<file path="config.mk">
export PLATFORM = sky130hd
export DESIGN_NAME = ultrasonic_echo_ranger_flat
export DESIGN_NICKNAME = d
export VERILOG_FILES = /design/src/design/uer_pkg.sv /design/src/design/uer_if.sv /design/src/design/ultrasonic_echo_ranger.sv /design/src/design/uer_seq.sv /design/src/design/uer_scale.sv /design/src/flat_wrapper.sv
export SDC_FILE = /design/constraint.sdc
export NUM_CORES = 2
export LEC_CHECK = 0
export ABC_CLOCK_PERIOD_IN_PS = 10600
export BUFFER_PORTS_ARGS = -buffer_cell sky130_fd_sc_hd__buf_2
export CAP_MARGIN = 20
export CORE_ASPECT_RATIO = 1.5
export CORE_UTILIZATION = 65
export CTS_BUF_LIST = sky130_fd_sc_hd__clkbuf_16
export DETAILED_ROUTE_END_ITERATION = 8
export PLACE_DENSITY = 0.79
export SYNTH_ARGS = -nofsm -noshare
export SYNTH_HDL_FRONTEND = slang
export SYNTH_SLANG_ARGS = --single-unit
</file>
<file path="constraint.sdc">
create_clock -name clk -period 10.6 [get_ports clk]
set_input_delay 1.06 -clock clk [delete_from_list [all_inputs] [get_ports clk]]
set_output_delay 1.06 -clock clk [all_outputs]
set_load 0.02 [all_outputs]
</file>
<file path="src/design/uer_pkg.sv">
// Package for the ultrasonic echo ranger: shared types, field widths,
// register indexes and reset values. No dependencies.
`timescale 1ns / 1ps
`default_nettype none

package uer_pkg;

  // field and datapath widths
  localparam int unsigned TICK_W  = 16;
  localparam int unsigned ROUND_W = 6;
  localparam int unsigned WSUM_W  = 22;
  localparam int unsigned SCALE_W = 16;
  localparam int unsigned PROD_W  = WSUM_W + SCALE_W;
  localparam int unsigned FRAC_W  = 8;
  localparam int unsigned QUO_W   = PROD_W - FRAC_W;
  localparam int unsigned DIST_W  = 24;
  localparam int unsigned CFG_IDX_W  = 3;
  localparam int unsigned CFG_DATA_W = 16;

  localparam logic [DIST_W-1:0] DIST_MAX = '1;

  // register reset values
  localparam logic [TICK_W-1:0]  SETTLE_RST  = 16'd100;
  localparam logic [TICK_W-1:0]  PULSE_RST   = 16'd20;
  localparam logic [TICK_W-1:0]  TIMEOUT_RST = 16'd30000;
  localparam logic [TICK_W-1:0]  GAP_RST     = 16'd100;
  localparam logic [SCALE_W-1:0] SCALE_RST   = 16'd1124;

  // register indexes
  typedef enum logic [CFG_IDX_W-1:0] {
    CFG_SETTLE  = 3'd0,
    CFG_PULSE   = 3'd1,
    CFG_TIMEOUT = 3'd2,
    CFG_GAP     = 3'd3,
    CFG_SCALE   = 3'd4
  } cfg_idx_t;

  // measurement phases
  typedef enum logic [2:0] {
    PH_IDLE   = 3'd0,
    PH_SETTLE = 3'd1,
    PH_PULSE  = 3'd2,
    PH_ECHO   = 3'd3,
    PH_GAP    = 3'd4
  } phase_t;

  typedef struct packed {
    logic [TICK_W-1:0]  settle_ticks;
    logic [TICK_W-1:0]  pulse_ticks;
    logic [TICK_W-1:0]  timeout_ticks;
    logic [TICK_W-1:0]  gap_ticks;
    logic [SCALE_W-1:0] scale_q16;
  } uer_cfg_t;

  // per-beat status that rides along the scaling pipeline
  typedef struct packed {
    logic trigger;
    logic done_res;
    logic timed_out;
    logic busy_res;
  } uer_flags_t;

  // beat from the sequencer to the scaling pipeline
  typedef struct packed {
    uer_flags_t         flags;
    logic [WSUM_W-1:0]  width_sum;
  } uer_res_t;

endpackage

`default_nettype wire

</file>
<file path="src/design/uer_if.sv">
// Valid/ready channel interfaces for the ultrasonic echo ranger.
// Depends on uer_pkg for the distance width.
`timescale 1ns / 1ps
`default_nettype none

interface uer_in_if;
  logic valid;
  logic ready;
  logic start_req;
  logic echo;

  modport source (output valid, output start_req, output echo, input ready);
  modport sink   (input valid, input start_req, input echo, output ready);
endinterface

interface uer_out_if;
  import uer_pkg::*;
  logic              valid;
  logic              ready;
  logic              trigger;
  logic              done_res;
  logic [DIST_W-1:0] distance_q8;
  logic              timed_out;
  logic              busy_res;

  modport source (output valid, output trigger, output done_res, output distance_q8,
                  output timed_out, output busy_res, input ready);
  modport sink   (input valid, input trigger, input done_res, input distance_q8,
                  input timed_out, input busy_res, output ready);
endinterface

`default_nettype wire

</file>
<file path="src/design/ultrasonic_echo_ranger.sv">
// Top level of the ultrasonic echo ranger: register bank, sequencer and
// distance scaling pipeline. Uses uer_pkg, uer_if, uer_seq, uer_scale.
//
//   channel    dir  handshake       payload
//   in_chan    in   valid / ready   start_req, echo (one beat per time tick)
//   out_chan   out  valid / ready   trigger, done_res, distance_q8, timed_out, busy_res
//   cfg_*      in   cfg_we          cfg_index, cfg_data (write only)
//
// One beat in and one beat out per cycle while out_chan.ready stays high; each result
// passes, after its input beat, the sequencer result register, the multiply stage
// and a stage that divides by SAMPLES with a reciprocal multiply and saturates.
// Reset is synchronous: registers go to their defaults and the pipeline empties.
// With out_chan.ready low the last stage holds; empty stages before it keep
// filling and in_chan.ready drops once every stage is full.
`timescale 1ns / 1ps
`default_nettype none

module ultrasonic_echo_ranger #(
  parameter int unsigned SAMPLES = 10
) (
  input  wire logic                           clk,
  input  wire logic                           rst_n,
  uer_in_if.sink                              in_chan,
  uer_out_if.source                           out_chan,
  input  wire logic                           cfg_we,
  input  wire logic [uer_pkg::CFG_IDX_W-1:0]  cfg_index,
  input  wire logic [uer_pkg::CFG_DATA_W-1:0] cfg_data
);
  import uer_pkg::*;

  uer_cfg_t cfg_r;
  logic     seq_valid, seq_ready;
  uer_res_t seq_data;

  // configuration registers
  always_ff @(posedge clk) begin
    if (!rst_n) begin
      cfg_r.settle_ticks  <= SETTLE_RST;
      cfg_r.pulse_ticks   <= PULSE_RST;
      cfg_r.timeout_ticks <= TIMEOUT_RST;
      cfg_r.gap_ticks     <= GAP_RST;
      cfg_r.scale_q16     <= SCALE_RST;
    end else if (cfg_we) begin
      case (cfg_idx_t'(cfg_index))
        CFG_SETTLE:  cfg_r.settle_ticks  <= cfg_data;
        CFG_PULSE:   cfg_r.pulse_ticks   <= cfg_data;
        CFG_TIMEOUT: cfg_r.timeout_ticks <= cfg_data;
        CFG_GAP:     cfg_r.gap_ticks     <= cfg_data;
        CFG_SCALE:   cfg_r.scale_q16     <= cfg_data;
        default: begin
        end
      endcase
    end
  end

  // phase sequencer
  uer_seq #(
    .SAMPLES (SAMPLES)
  ) u_seq (
    .clk      (clk),
    .rst_n    (rst_n),
    .cfg      (cfg_r),
    .in_chan  (in_chan),
    .dn_valid (seq_valid),
    .dn_ready (seq_ready),
    .dn_data  (seq_data)
  );

  // scaling and averaging pipeline
  uer_scale #(
    .SAMPLES (SAMPLES)
  ) u_scale (
    .clk       (clk),
    .rst_n     (rst_n),
    .scale_q16 (cfg_r.scale_q16),
    .up_valid  (seq_valid),
    .up_ready  (seq_ready),
    .up_data   (seq_data),
    .out_chan  (out_chan)
  );

endmodule

`default_nettype wire

</file>
<file path="src/design/uer_seq.sv">
// Measurement sequencer: phase state machine stepped once per input beat,
// with a registered result stage toward the scaling pipeline. Uses uer_pkg, uer_in_if.
`timescale 1ns / 1ps
`default_nettype none

module uer_seq #(
  parameter int unsigned SAMPLES = 10
) (
  input  wire logic             clk,
  input  wire logic             rst_n,
  input  wire uer_pkg::uer_cfg_t cfg,
  uer_in_if.sink                in_chan,
  output logic                  dn_valid,
  input  wire logic             dn_ready,
  output uer_pkg::uer_res_t     dn_data
);
  import uer_pkg::*;

  localparam logic [ROUND_W-1:0] LAST_ROUND = ROUND_W'(SAMPLES);

  phase_t              ph_r, ph_nxt;
  logic [TICK_W-1:0]   cnt_r, cnt_nxt, cnt_inc;
  logic [TICK_W-1:0]   ew_r, ew_nxt;
  logic                seen_r, seen_nxt;
  logic [ROUND_W-1:0]  ridx_r, ridx_nxt;
  logic [WSUM_W-1:0]   sum_r, sum_nxt;
  logic [WSUM_W:0]     sum_ext;
  logic                anyto_r, anyto_nxt;
  logic                done;
  logic                round_fin, gap_fin, settle_go;
  logic [TICK_W-1:0]   pulse_lim, to_lim;

  logic                res_vld_r;
  uer_res_t            res_r;
  logic                stage_go, in_fire;

  // result stage moves when empty or drained downstream
  assign stage_go      = !res_vld_r || dn_ready;
  assign in_chan.ready = stage_go;
  assign in_fire       = in_chan.valid && stage_go;

  assign pulse_lim = (cfg.pulse_ticks == '0) ? TICK_W'(1) : cfg.pulse_ticks;
  assign to_lim    = (cfg.timeout_ticks == '0) ? TICK_W'(1) : cfg.timeout_ticks;
  assign cnt_inc   = cnt_r + TICK_W'(1);

  // next state for one tick
  always_comb begin
    ph_nxt    = ph_r;
    cnt_nxt   = cnt_r;
    ew_nxt    = ew_r;
    seen_nxt  = seen_r;
    ridx_nxt  = ridx_r;
    sum_nxt   = sum_r;
    sum_ext   = '0;
    anyto_nxt = anyto_r;
    done      = 1'b0;
    round_fin = 1'b0;
    gap_fin   = 1'b0;
    settle_go = 1'b0;

    case (ph_r)
      PH_SETTLE: begin
        cnt_nxt = cnt_inc;
        if (cnt_inc >= cfg.settle_ticks) begin
          ph_nxt  = PH_PULSE;
          cnt_nxt = '0;
        end
      end
      PH_PULSE: begin
        cnt_nxt = cnt_inc;
        if (cnt_inc >= pulse_lim) begin
          ph_nxt   = PH_ECHO;
          cnt_nxt  = '0;
          ew_nxt   = '0;
          seen_nxt = 1'b0;
        end
      end
      PH_ECHO: begin
        cnt_nxt = cnt_inc;
        if (!seen_r) begin
          if (in_chan.echo) begin
            seen_nxt = 1'b1;
            ew_nxt   = TICK_W'(1);
          end
        end else if (!in_chan.echo) begin
          round_fin = 1'b1;
        end else begin
          ew_nxt = ew_r + TICK_W'(1);
        end
        // timeout, unless the falling edge already closed the round
        if (!(seen_r && !in_chan.echo) && (cnt_inc >= to_lim)) begin
          if (!seen_nxt) begin
            ew_nxt    = '0;
            anyto_nxt = 1'b1;
          end
          round_fin = 1'b1;
        end
      end
      PH_GAP: begin
        cnt_nxt = cnt_inc;
        if (cnt_inc >= cfg.gap_ticks) begin
          gap_fin = 1'b1;
        end
      end
      default: begin
        ph_nxt = PH_IDLE;
        if (in_chan.start_req) begin
          ridx_nxt  = '0;
          sum_nxt   = '0;
          anyto_nxt = 1'b0;
          ew_nxt    = '0;
          seen_nxt  = 1'b0;
          settle_go = 1'b1;
        end
      end
    endcase

    // end of round: accumulate width with saturation, then gap or straight on
    if (round_fin) begin
      sum_ext  = {1'b0, sum_r} + (WSUM_W + 1)'(ew_nxt);
      sum_nxt  = sum_ext[WSUM_W] ? '1 : sum_ext[WSUM_W-1:0];
      ridx_nxt = ridx_r + ROUND_W'(1);
      if (cfg.gap_ticks == '0) begin
        gap_fin = 1'b1;
      end else begin
        ph_nxt  = PH_GAP;
        cnt_nxt = '0;
      end
    end

    // end of gap: report after the last round, else next round
    if (gap_fin) begin
      if (ridx_nxt == LAST_ROUND) begin
        ph_nxt  = PH_IDLE;
        cnt_nxt = '0;
        done    = 1'b1;
      end else begin
        settle_go = 1'b1;
      end
    end

    // zero settle time goes straight to the pulse
    if (settle_go) begin
      ph_nxt  = (cfg.settle_ticks == '0) ? PH_PULSE : PH_SETTLE;
      cnt_nxt = '0;
    end
  end

  // sequencer state, stepped per accepted beat
  always_ff @(posedge clk) begin
    if (!rst_n) begin
      ph_r    <= PH_IDLE;
      cnt_r   <= '0;
      ew_r    <= '0;
      seen_r  <= 1'b0;
      ridx_r  <= '0;
      sum_r   <= '0;
      anyto_r <= 1'b0;
    end else if (in_fire) begin
      ph_r    <= ph_nxt;
      cnt_r   <= cnt_nxt;
      ew_r    <= ew_nxt;
      seen_r  <= seen_nxt;
      ridx_r  <= ridx_nxt;
      sum_r   <= sum_nxt;
      anyto_r <= anyto_nxt;
    end
  end

  // result stage valid
  always_ff @(posedge clk) begin
    if (!rst_n) begin
      res_vld_r <= 1'b0;
    end else if (stage_go) begin
      res_vld_r <= in_chan.valid;
    end
  end

  // result stage payload
  always_ff @(posedge clk) begin
    if (in_fire) begin
      res_r.flags.trigger   <= (ph_r == PH_PULSE);
      res_r.flags.busy_res  <= (ph_r != PH_IDLE);
      res_r.flags.done_res  <= done;
      res_r.flags.timed_out <= done && anyto_nxt;
      res_r.width_sum       <= sum_nxt;
    end
  end

  assign dn_valid = res_vld_r;
  assign dn_data  = res_r;

endmodule

`default_nettype wire

</file>
<file path="src/design/uer_scale.sv">
// Distance scaling pipeline: width sum times scale, then a reciprocal multiply
// for the division by the sample count, saturation to 24 bits. Uses uer_pkg, uer_out_if.
`timescale 1ns / 1ps
`default_nettype none

module uer_scale #(
  parameter int unsigned SAMPLES = 10
) (
  input  wire logic              clk,
  input  wire logic              rst_n,
  input  wire logic [uer_pkg::SCALE_W-1:0] scale_q16,
  input  wire logic              up_valid,
  output logic                   up_ready,
  input  wire uer_pkg::uer_res_t up_data,
  uer_out_if.source              out_chan
);
  import uer_pkg::*;

  // floor(x / SAMPLES) for a QUO_W-bit x is (x * RCP_M) >> RCP_SH
  localparam int unsigned RCP_L  = $clog2(SAMPLES);
  localparam int unsigned RCP_SH = QUO_W + RCP_L;
  localparam int unsigned RCP_MW = QUO_W + 1;
  localparam int unsigned RCP_PW = QUO_W + RCP_MW;
  localparam logic [RCP_MW-1:0] RCP_M =
    RCP_MW'(((64'd1 << RCP_SH) / 64'(SAMPLES)) + 64'd1);

  // multiply stage
  logic               m_vld_r;
  uer_flags_t         m_flags_r;
  logic [QUO_W-1:0]   m_word_r;
  logic [PROD_W-1:0]  prod_full;

  // output stage
  logic               o_vld_r;
  uer_flags_t         o_flags_r;
  logic [DIST_W-1:0]  o_dist_r;
  logic [RCP_PW-1:0]  rcp_prod;
  logic [RCP_PW-1:0]  quo;
  logic [DIST_W-1:0]  dist_sat;

  logic               m_go, o_go;

  // stall chain: a stage moves when empty or when the next one moves
  assign o_go     = !o_vld_r || out_chan.ready;
  assign m_go     = !m_vld_r || o_go;
  assign up_ready = m_go;

  // width sum times cm-per-tick scale
  assign prod_full = PROD_W'(up_data.width_sum) * PROD_W'(scale_q16);

  always_ff @(posedge clk) begin
    if (!rst_n) begin
      m_vld_r <= 1'b0;
    end else if (m_go) begin
      m_vld_r <= up_valid;
    end
  end

  // drop the q8 fraction bits here, division then runs on the rest
  always_ff @(posedge clk) begin
    if (m_go && up_valid) begin
      m_flags_r <= up_data.flags;
      m_word_r  <= prod_full[PROD_W-1:FRAC_W];
    end
  end

  // divide by the sample count through the reciprocal
  assign rcp_prod = RCP_PW'(m_word_r) * RCP_PW'(RCP_M);
  assign quo      = rcp_prod >> RCP_SH;

  // saturate, zero when not done
  always_comb begin
    if (!m_flags_r.done_res) begin
      dist_sat = '0;
    end else if (quo[RCP_PW-1:DIST_W] != '0) begin
      dist_sat = DIST_MAX;
    end else begin
      dist_sat = quo[DIST_W-1:0];
    end
  end

  always_ff @(posedge clk) begin
    if (!rst_n) begin
      o_vld_r <= 1'b0;
    end else if (o_go) begin
      o_vld_r <= m_vld_r;
    end
  end

  always_ff @(posedge clk) begin
    if (o_go && m_vld_r) begin
      o_flags_r <= m_flags_r;
      o_dist_r  <= dist_sat;
    end
  end

  assign out_chan.valid       = o_vld_r;
  assign out_chan.trigger     = o_flags_r.trigger;
  assign out_chan.done_res    = o_flags_r.done_res;
  assign out_chan.timed_out   = o_flags_r.timed_out;
  assign out_chan.busy_res    = o_flags_r.busy_res;
  assign out_chan.distance_q8 = o_dist_r;

endmodule

`default_nettype wire

</file>
<file path="src/flat_wrapper.sv">
// flat-port wrapper written by rule: the top's interface ports become plain ports
module ultrasonic_echo_ranger_flat import uer_pkg::*;
#(
  parameter int unsigned SAMPLES = 10
)
  (clk, rst_n, cfg_we, cfg_index, cfg_data, in_chan_valid, in_chan_start_req, in_chan_echo, in_chan_ready, out_chan_valid, out_chan_trigger, out_chan_done_res, out_chan_distance_q8, out_chan_timed_out, out_chan_busy_res, out_chan_ready);
  uer_in_if in_chan_i ();
  uer_out_if out_chan_i ();
  input  wire logic clk;
  input  wire logic rst_n;
  input  wire logic cfg_we;
  input  wire logic [uer_pkg::CFG_IDX_W-1:0] cfg_index;
  input  wire logic [uer_pkg::CFG_DATA_W-1:0] cfg_data;
  input wire logic [$bits(in_chan_i.valid)-1:0] in_chan_valid;
  input wire logic [$bits(in_chan_i.start_req)-1:0] in_chan_start_req;
  input wire logic [$bits(in_chan_i.echo)-1:0] in_chan_echo;
  output wire logic [$bits(in_chan_i.ready)-1:0] in_chan_ready;
  output wire logic [$bits(out_chan_i.valid)-1:0] out_chan_valid;
  output wire logic [$bits(out_chan_i.trigger)-1:0] out_chan_trigger;
  output wire logic [$bits(out_chan_i.done_res)-1:0] out_chan_done_res;
  output wire logic [$bits(out_chan_i.distance_q8)-1:0] out_chan_distance_q8;
  output wire logic [$bits(out_chan_i.timed_out)-1:0] out_chan_timed_out;
  output wire logic [$bits(out_chan_i.busy_res)-1:0] out_chan_busy_res;
  input wire logic [$bits(out_chan_i.ready)-1:0] out_chan_ready;
  assign in_chan_i.valid = in_chan_valid;
  assign in_chan_i.start_req = in_chan_start_req;
  assign in_chan_i.echo = in_chan_echo;
  assign in_chan_ready = in_chan_i.ready;
  assign out_chan_valid = out_chan_i.valid;
  assign out_chan_trigger = out_chan_i.trigger;
  assign out_chan_done_res = out_chan_i.done_res;
  assign out_chan_distance_q8 = out_chan_i.distance_q8;
  assign out_chan_timed_out = out_chan_i.timed_out;
  assign out_chan_busy_res = out_chan_i.busy_res;
  assign out_chan_i.ready = out_chan_ready;
  ultrasonic_echo_ranger #(.SAMPLES(SAMPLES)) u_core (.clk(clk), .rst_n(rst_n), .in_chan(in_chan_i), .out_chan(out_chan_i), .cfg_we(cfg_we), .cfg_index(cfg_index), .cfg_data(cfg_data));
endmodule
</file>
==> After elaboration in Yosys (flattened, before gate mapping) <==
Cells that the tools add are included.
{ "word_totals": {"inputBits": 26, "latchBits": 0, "n_memories": 0, "mem_bits_ro": 0, "mem_bits_rw": 0, "register_bits": 236, "output_inout_bits": 30} }
{ "classes": {"div_mod_pow": 0, "n_shift": 0, "n_lt_le_gt_ge": 4, "bitwise_logic": 1, "n_mul": 2, "n_eq_ne": 10, "addsub": 4, "reduce_logical": 32, "n_mux": 59} }
{ "op_table": {"columns": ["operator", "n"], "rows": [
  ["2-to-1 mux 16 bit", 16],
  ["one-hot mux 16 bit (3 select lines)", 2],
  ["2-to-1 mux 22 bit", 4],
  ["greater-or-equal comparator 16 bit", 4],
  ["zero test 16 bit", 4],
  ["multiplier 30 x 31 -> 61 bit, second input constant", 1],
  ["multiplier 22 x 16 -> 38 bit", 1],
  ["nonzero test 37 bit", 1],
  ["adder 16 x 1 -> 16 bit, second input constant", 2],
  ["2-to-1 mux 24 bit", 1],
  ["adder 22 x 16 -> 23 bit", 1],
  ["2-to-1 mux 1 bit", 22],
  ["2-to-1 mux 3 bit", 7],
  ["2-to-1 mux 6 bit", 3],
  ["== test 3 x 2 -> 1 bit, second input constant", 4],
  ["AND reduction 2 bit", 5],
  ["one-hot mux 3 bit (3 select lines)", 1],
  ["adder 6 x 1 -> 6 bit, second input constant", 1],
  ["== test 3 x 1 -> 1 bit, second input constant", 2],
  ["== test 3 bit, second input constant", 2],
  ["== test 6 x 4 -> 1 bit, second input constant", 1],
  ["logical AND 1 bit", 6],
  ["nonzero test 3 bit", 2],
  ["zero test 1 bit", 5],
  ["other kinds (11)", 14]
]} }

==> Longest topological paths before layout <==
{ "depth": {"depth_word": 11, "ltp_mapped": 28} }

==> Cells and area by module <==
Synthesis repeated with hierarchy kept, for this count alone.
{ "hier_totals": {"hier_cells": 3772, "hier_area_um2": 35215.0} }
{ "modules_own_cells": {"columns": ["module", "n_inst", "area_each_um2", "cells_per_inst"], "rows": [
  ["uer_scale", 1, 24693.7, 2540],
  ["uer_seq", 1, 7460.9, 940],
  ["ultrasonic_echo_ranger", 1, 3060.4, 292]
]} }

==> Worst setup path before layout <==
OpenSTA, ideal clock, no wires.
{ "synth_timing": {"path_kind": "register to register", "from": "reg u_core.u_scale.m_word_r[13]", "to": "reg u_core.u_scale.o_dist_r[14] (netlist: u_core.u_scale.out_chan.distance_q8[14]) (data pin)", "stages_incl_launch_ff": 26, "slack_ns": 3.497, "synth_period_minus_slack_ns": 7.103, "t_required_ns": 10.346, "arrival_time_ns": 6.849, "cell_sequence": "edfxtp_1 > inv_1 > ha_1 > fa_1 > inv_1 > fa_1 > fa_1 > inv_1 > fa_1 > inv_1 > fa_1 > inv_1 > fa_1 > inv_1 > fa_1 > ha_1 > a21oi_1 > o21a_1 > nor2_1 > or3_1 > o21ai_1 > nand3_2 > a2111oi_4 > o2bb2ai_2 > buf_2 > o21a_1"} }
{ "synth_between": {"elab_chain_cells": 3} }
{ "synth_rtl": {"columns": ["element", "line", "text"], "rows": [
  ["from (decl)", "uer_scale.sv:30", "logic [QUO_W-1:0] m_word_r;"],
  ["from (signal assigned)", "uer_scale.sv:63", "m_word_r <= prod_full[PROD_W-1:FRAC_W];"],
  ["multiplier 30 x 31 -> 61 bit *", "uer_scale.sv:68", "assign rcp_prod = RCP_PW'(m_word_r) * RCP_PW'(RCP_M);"],
  ["nonzero test 37 bit", "uer_scale.sv:75", "end else if (quo[RCP_PW-1:DIST_W] != '0) begin"],
  ["2-to-1 mux 24 bit *", "uer_scale.sv:75", null],
  ["to (signal assigned)", "uer_scale.sv:93", "o_dist_r <= dist_sat;"],
  ["to (decl)", "uer_scale.sv:36", "logic [DIST_W-1:0] o_dist_r;"]
]} }
Mark *: on every way between the ends. The rest lies on a longest branch, timed or not.
A chain may end at the register's enable or synchronous reset.

==> Worst setup path in the final report <==
{ "layout_timing": {"from": "reg u_core.u_scale.m_word_r[3]", "to": "reg u_core.u_scale.o_dist_r[23] (netlist: u_core.u_scale.out_chan.distance_q8[23]) (data pin)"} }
Same word-level chain as after synthesis.

==> results summary <==
The run finished with clean final reports. The CTS sink count came out at between 200 and 250. The number of nets in the synthesized netlist is 4898. The initial utilization of the core area, before any placement, comes to 0.662. The synthesis-to-finish area growth came out at 4.78%. Setup repair after global routing left no endpoint under its margin. In this run the most critical hold path is launched from u_core.u_seq.dn_data[22]. In the synthesized netlist the dominant register cell turns out to be sky130_fd_sc_hd__dfxtp_1. The placed cell count came out at 4502.

The detailed-router iteration count before antenna repair is 5. The number of port buffers came out at 55. For the pin with the worst max-slew slack, the measured transition is around 1200 ps. Clock latency on the worst-skew pair, taken at its later pin, is a little under 600 ps. The total of hold buffers inserted after clock tree synthesis is 0. The largest buffer count on any clock path is 3.

For this block, the via count after detailed routing is ~27000. For the final routed database, the setup TNS stands at 0 ps. The number of global-route vias before repair is between 20000 and 30000.

The number of design-rule violations left by the first detailed-router iteration came out at roughly 1200. The die footprint is 54800 um2. The average routed wire per standard cell is just under 20 um. After synthesis, the mean cell area works out to around 9 um2. Of the cells placed in the final design, the portion with a size suffix greater than 1 is 0.0422.

The maximum fanout along the worst path came out at 24. The number of violations of the max-capacitance limit is 0. The fmax is between 100 and 150 MHz. The post-synthesis share of cell area spent on xor and xnor gates is 0.0183. The overall die height came out at approximately 290 um. The non-filler instance count after layout is between 4000 and 5000. For this run, the register share of the synthesized area comes to 0.160. The number of buffers inserted to repair setup after CTS is 0.

The pin count of the biggest net entering global routing came out at 63. After synthesis, the largest family of logic cells by area is adder cells. The vias per cell came out at 5.89. The number of failing hold endpoints at the final stage came out at 0. The worst flop-to-flop path startpoint is u_core.u_scale.m_word_r[3]. Of all flip-flops after synthesis, the portion carrying an async set or reset was 0. The root buffer cell chosen for the clock tree is sky130_fd_sc_hd__clkbuf_16. The worst relative slew slack is 0.180.

The critical path required time came out at ~11000 ps. The final number of setup-violating endpoints came out at 0. The synthesized-area fraction occupied by ao, oa, aoi and oai cells came out at 0.112. The total area inside the core boundary comes to about 53000 um2. The detailed-placement wirelength estimate came out at 72800 um. After clock tree synthesis, the clock-pin slew on the worst setup and hold paths is about 70 ps. The portion of netlist area occupied by mux cells came out at 0.00114. The beginning of the critical path is u_core.u_scale.m_word_r[3].

The unique cell type count in the Yosys netlist is 89. TritonCTS built the clock tree. 56 I/O pins were placed. The adder-cell share of the synthesized area is 0.469. The global-route usage over all layers is 0.340. The placer congestion estimate came out at between 0.9 and 1. The share of the clock period used by the worst path is 0.793.

The post-synthesis instance total is 3875. The wire length of the first global-routing pass is 144000 um. The number of synthesis warnings came out at 0.

The row count came out at between 100 and 150. The clock buffer count from CTS came out at 26. The die is 191 um wide. The global route total overflow is 0. The signal arrival time at the worst endpoint came out at between 8000 and 9000 ps.

The worst path in the final design needs a cycle of around 8400 ps, including I/O delays and setup. After the last flow step, the layout net total stands at 4871. The count of cells resized by post-cts repair is 0.

In this run the worst hold path is classified as reg2reg. The hold slack came out at around 420 ps. Synthesis inferred ~240 register bits. The final-report max-slew violation count is 0. The H-tree depth is 1.

The number of antenna violations at the first check in global routing is 0. The post-detailed-route DRC marker count is 0. The element type at the critical path end is a flip-flop. The worst setup path is of the reg2reg kind. For the final database, setup skew stands at approximately 33 ps. The final antenna diode count came out at 0. The number of enable flip-flop cells after synthesis is 88. The synthesized cell area came out at approximately 35000 um2. The startpoint kind of the worst setup timing path is a flip-flop. The antenna violation net count after detailed routing came out at 0. The area fraction in and, or, nand and nor cells after synthesis is 0.141. The final routed wirelength across all metal layers is roughly 90000 um.
[placed cells by master, fill, tap and decap left out, drive strengths merged, types with 88 or more instances in the layout]
master    n
inv     788
fa      526
nand2   509
ha      471
a21oi   210
dfxtp   148
and2    139
nor2    136
o21ai   122
edfxtp   88
[final timing paths]
kind                                        endpoint  slack (ps)  cells after the start
max          u_core.u_scale.out_chan.distance_q8[23]        2190                     20
min                      u_core.u_scale.m_flags_r[0]         420                      0
max reg2reg  u_core.u_scale.out_chan.distance_q8[23]        2190                     20
min reg2reg              u_core.u_scale.m_flags_r[0]         420                      0
[final cells by class]
class                   count  area (um2)
clock buffers              27         676
clock inverters            20         206
fillers                  4250       16200
inverters                 782        2940
multi-input cells        2727       26000
flip-flops and latches    236        5610
well taps                 682         853
repair buffers             75         425
[Yosys cell counts, types with 9 or more instances]
master,n,area share
sky130_fd_sc_hd__ha_1,471,0.17
sky130_fd_sc_hd__a21boi_0,9,0.0019
sky130_fd_sc_hd__dfxtp_1,148,0.085
sky130_fd_sc_hd__xor2_1,20,0.0050
sky130_fd_sc_hd__and2_1,139,0.025
sky130_fd_sc_hd__nand2b_1,21,0.0038
sky130_fd_sc_hd__clkbuf_1,121,0.013
sky130_fd_sc_hd__nand2_1,509,0.055
sky130_fd_sc_hd__a21oi_1,210,0.030
sky130_fd_sc_hd__a21o_1,44,0.0094
sky130_fd_sc_hd__o21a_1,39,0.0084
sky130_fd_sc_hd__and3_1,19,0.0034
sky130_fd_sc_hd__fa_1,526,0.30
sky130_fd_sc_hd__nand3_1,60,0.0086
sky130_fd_sc_hd__o21bai_1,9,0.0019
sky130_fd_sc_hd__xnor2_1,53,0.013
sky130_fd_sc_hd__edfxtp_1,88,0.076
sky130_fd_sc_hd__nand4_1,30,0.0054
sky130_fd_sc_hd__nor3_1,42,0.0060
sky130_fd_sc_hd__o21ai_0,113,0.016
sky130_fd_sc_hd__nor2b_1,22,0.0039
sky130_fd_sc_hd__a211oi_1,21,0.0045
sky130_fd_sc_hd__o211ai_1,23,0.0049
sky130_fd_sc_hd__nor4_1,15,0.0027
sky130_fd_sc_hd__inv_1,781,0.084
sky130_fd_sc_hd__nor2_1,136,0.015
sky130_fd_sc_hd__a31oi_1,19,0.0034
sky130_fd_sc_hd__or2_2,12,0.0021
[sequential cells by signal, summed over array words and instances (netlist names)]
name and cells:
u_core.u_scale.out_chan.valid 1, u_core.u_scale.m_flags_r 4, u_core.u_seq.ridx_r 6, u_core.u_seq.ew_r 16
u_core.u_scale.out_chan.busy_res 1, u_core.u_scale.out_chan.trigger 1, u_core.u_seq.anyto_r 1, u_core.u_seq.dn_data 26
u_core.cfg_r 80, u_core.u_seq.seen_r 1, u_core.u_seq.cnt_r 16, u_core.u_seq.sum_r 22
u_core.u_seq.ph_r 3, u_core.u_scale.out_chan.timed_out 1, u_core.u_scale.out_chan.done_res 1, u_core.u_scale.out_chan.distance_q8 24
u_core.u_scale.m_vld_r 1, u_core.u_seq.dn_valid 1, u_core.u_scale.m_word_r 30
[critical path: stages (launching register included)]
cell and delay (ps):
sky130_fd_sc_hd__edfxtp_1 550, sky130_fd_sc_hd__ha_1 320, sky130_fd_sc_hd__fa_1 540, sky130_fd_sc_hd__fa_1 470
sky130_fd_sc_hd__fa_1 680, sky130_fd_sc_hd__inv_1 150, sky130_fd_sc_hd__fa_1 500, sky130_fd_sc_hd__inv_1 40
sky130_fd_sc_hd__ha_1 310, sky130_fd_sc_hd__fa_1 560, sky130_fd_sc_hd__fa_1 420, sky130_fd_sc_hd__ha_1 350
sky130_fd_sc_hd__a21oi_1 150, sky130_fd_sc_hd__o21ai_0 140, sky130_fd_sc_hd__a2111oi_0 830, sky130_fd_sc_hd__o22ai_1 480
sky130_fd_sc_hd__nand3_1 280, sky130_fd_sc_hd__nand3_2 190, sky130_fd_sc_hd__a41o_1 290, sky130_fd_sc_hd__o2bb2ai_2 760
sky130_fd_sc_hd__o31a_1 250
[stage by stage]
step	utilization	instance area (um2)	setup WS (ps)
6_report	0.694	36700	2190
5_1_grt	0.694	36700	1860
4_1_cts	0.694	36700	2300
3_5_place_dp	0.677	35800	2300
3_3_place_gp	0.677	35800	2510
2_1_floorplan	-	35000	3500
[kinds of logic (layout without fill, tap and decap cells)]
logic type / Yosys count / count (layout)
adder cells (fa/ha/maj): 997 / 997
AND/OR/NAND/NOR: 1051 / 1051
flip-flops: 236 / 236
multiplexers: 4 / 4
XOR/XNOR: 73 / 73
buffers and inverters: 912 / 904
AO/OA/AOI/OAI: 602 / 602
[metal layers]
layer | part of all wire | track usage | up-vias
met4 | 0.095 | 0.268 | 0
li1 | - | - | 12400
met3 | 0.050 | 0.0423 | 417
met1 | 0.34 | 0.348 | 13100
met2 | 0.51 | 0.619 | 898
met5 | 0 | 0 | -
Power is not shown: default switching activity piles up to over one toggle a cycle in this logic, so the estimate is an artifact.
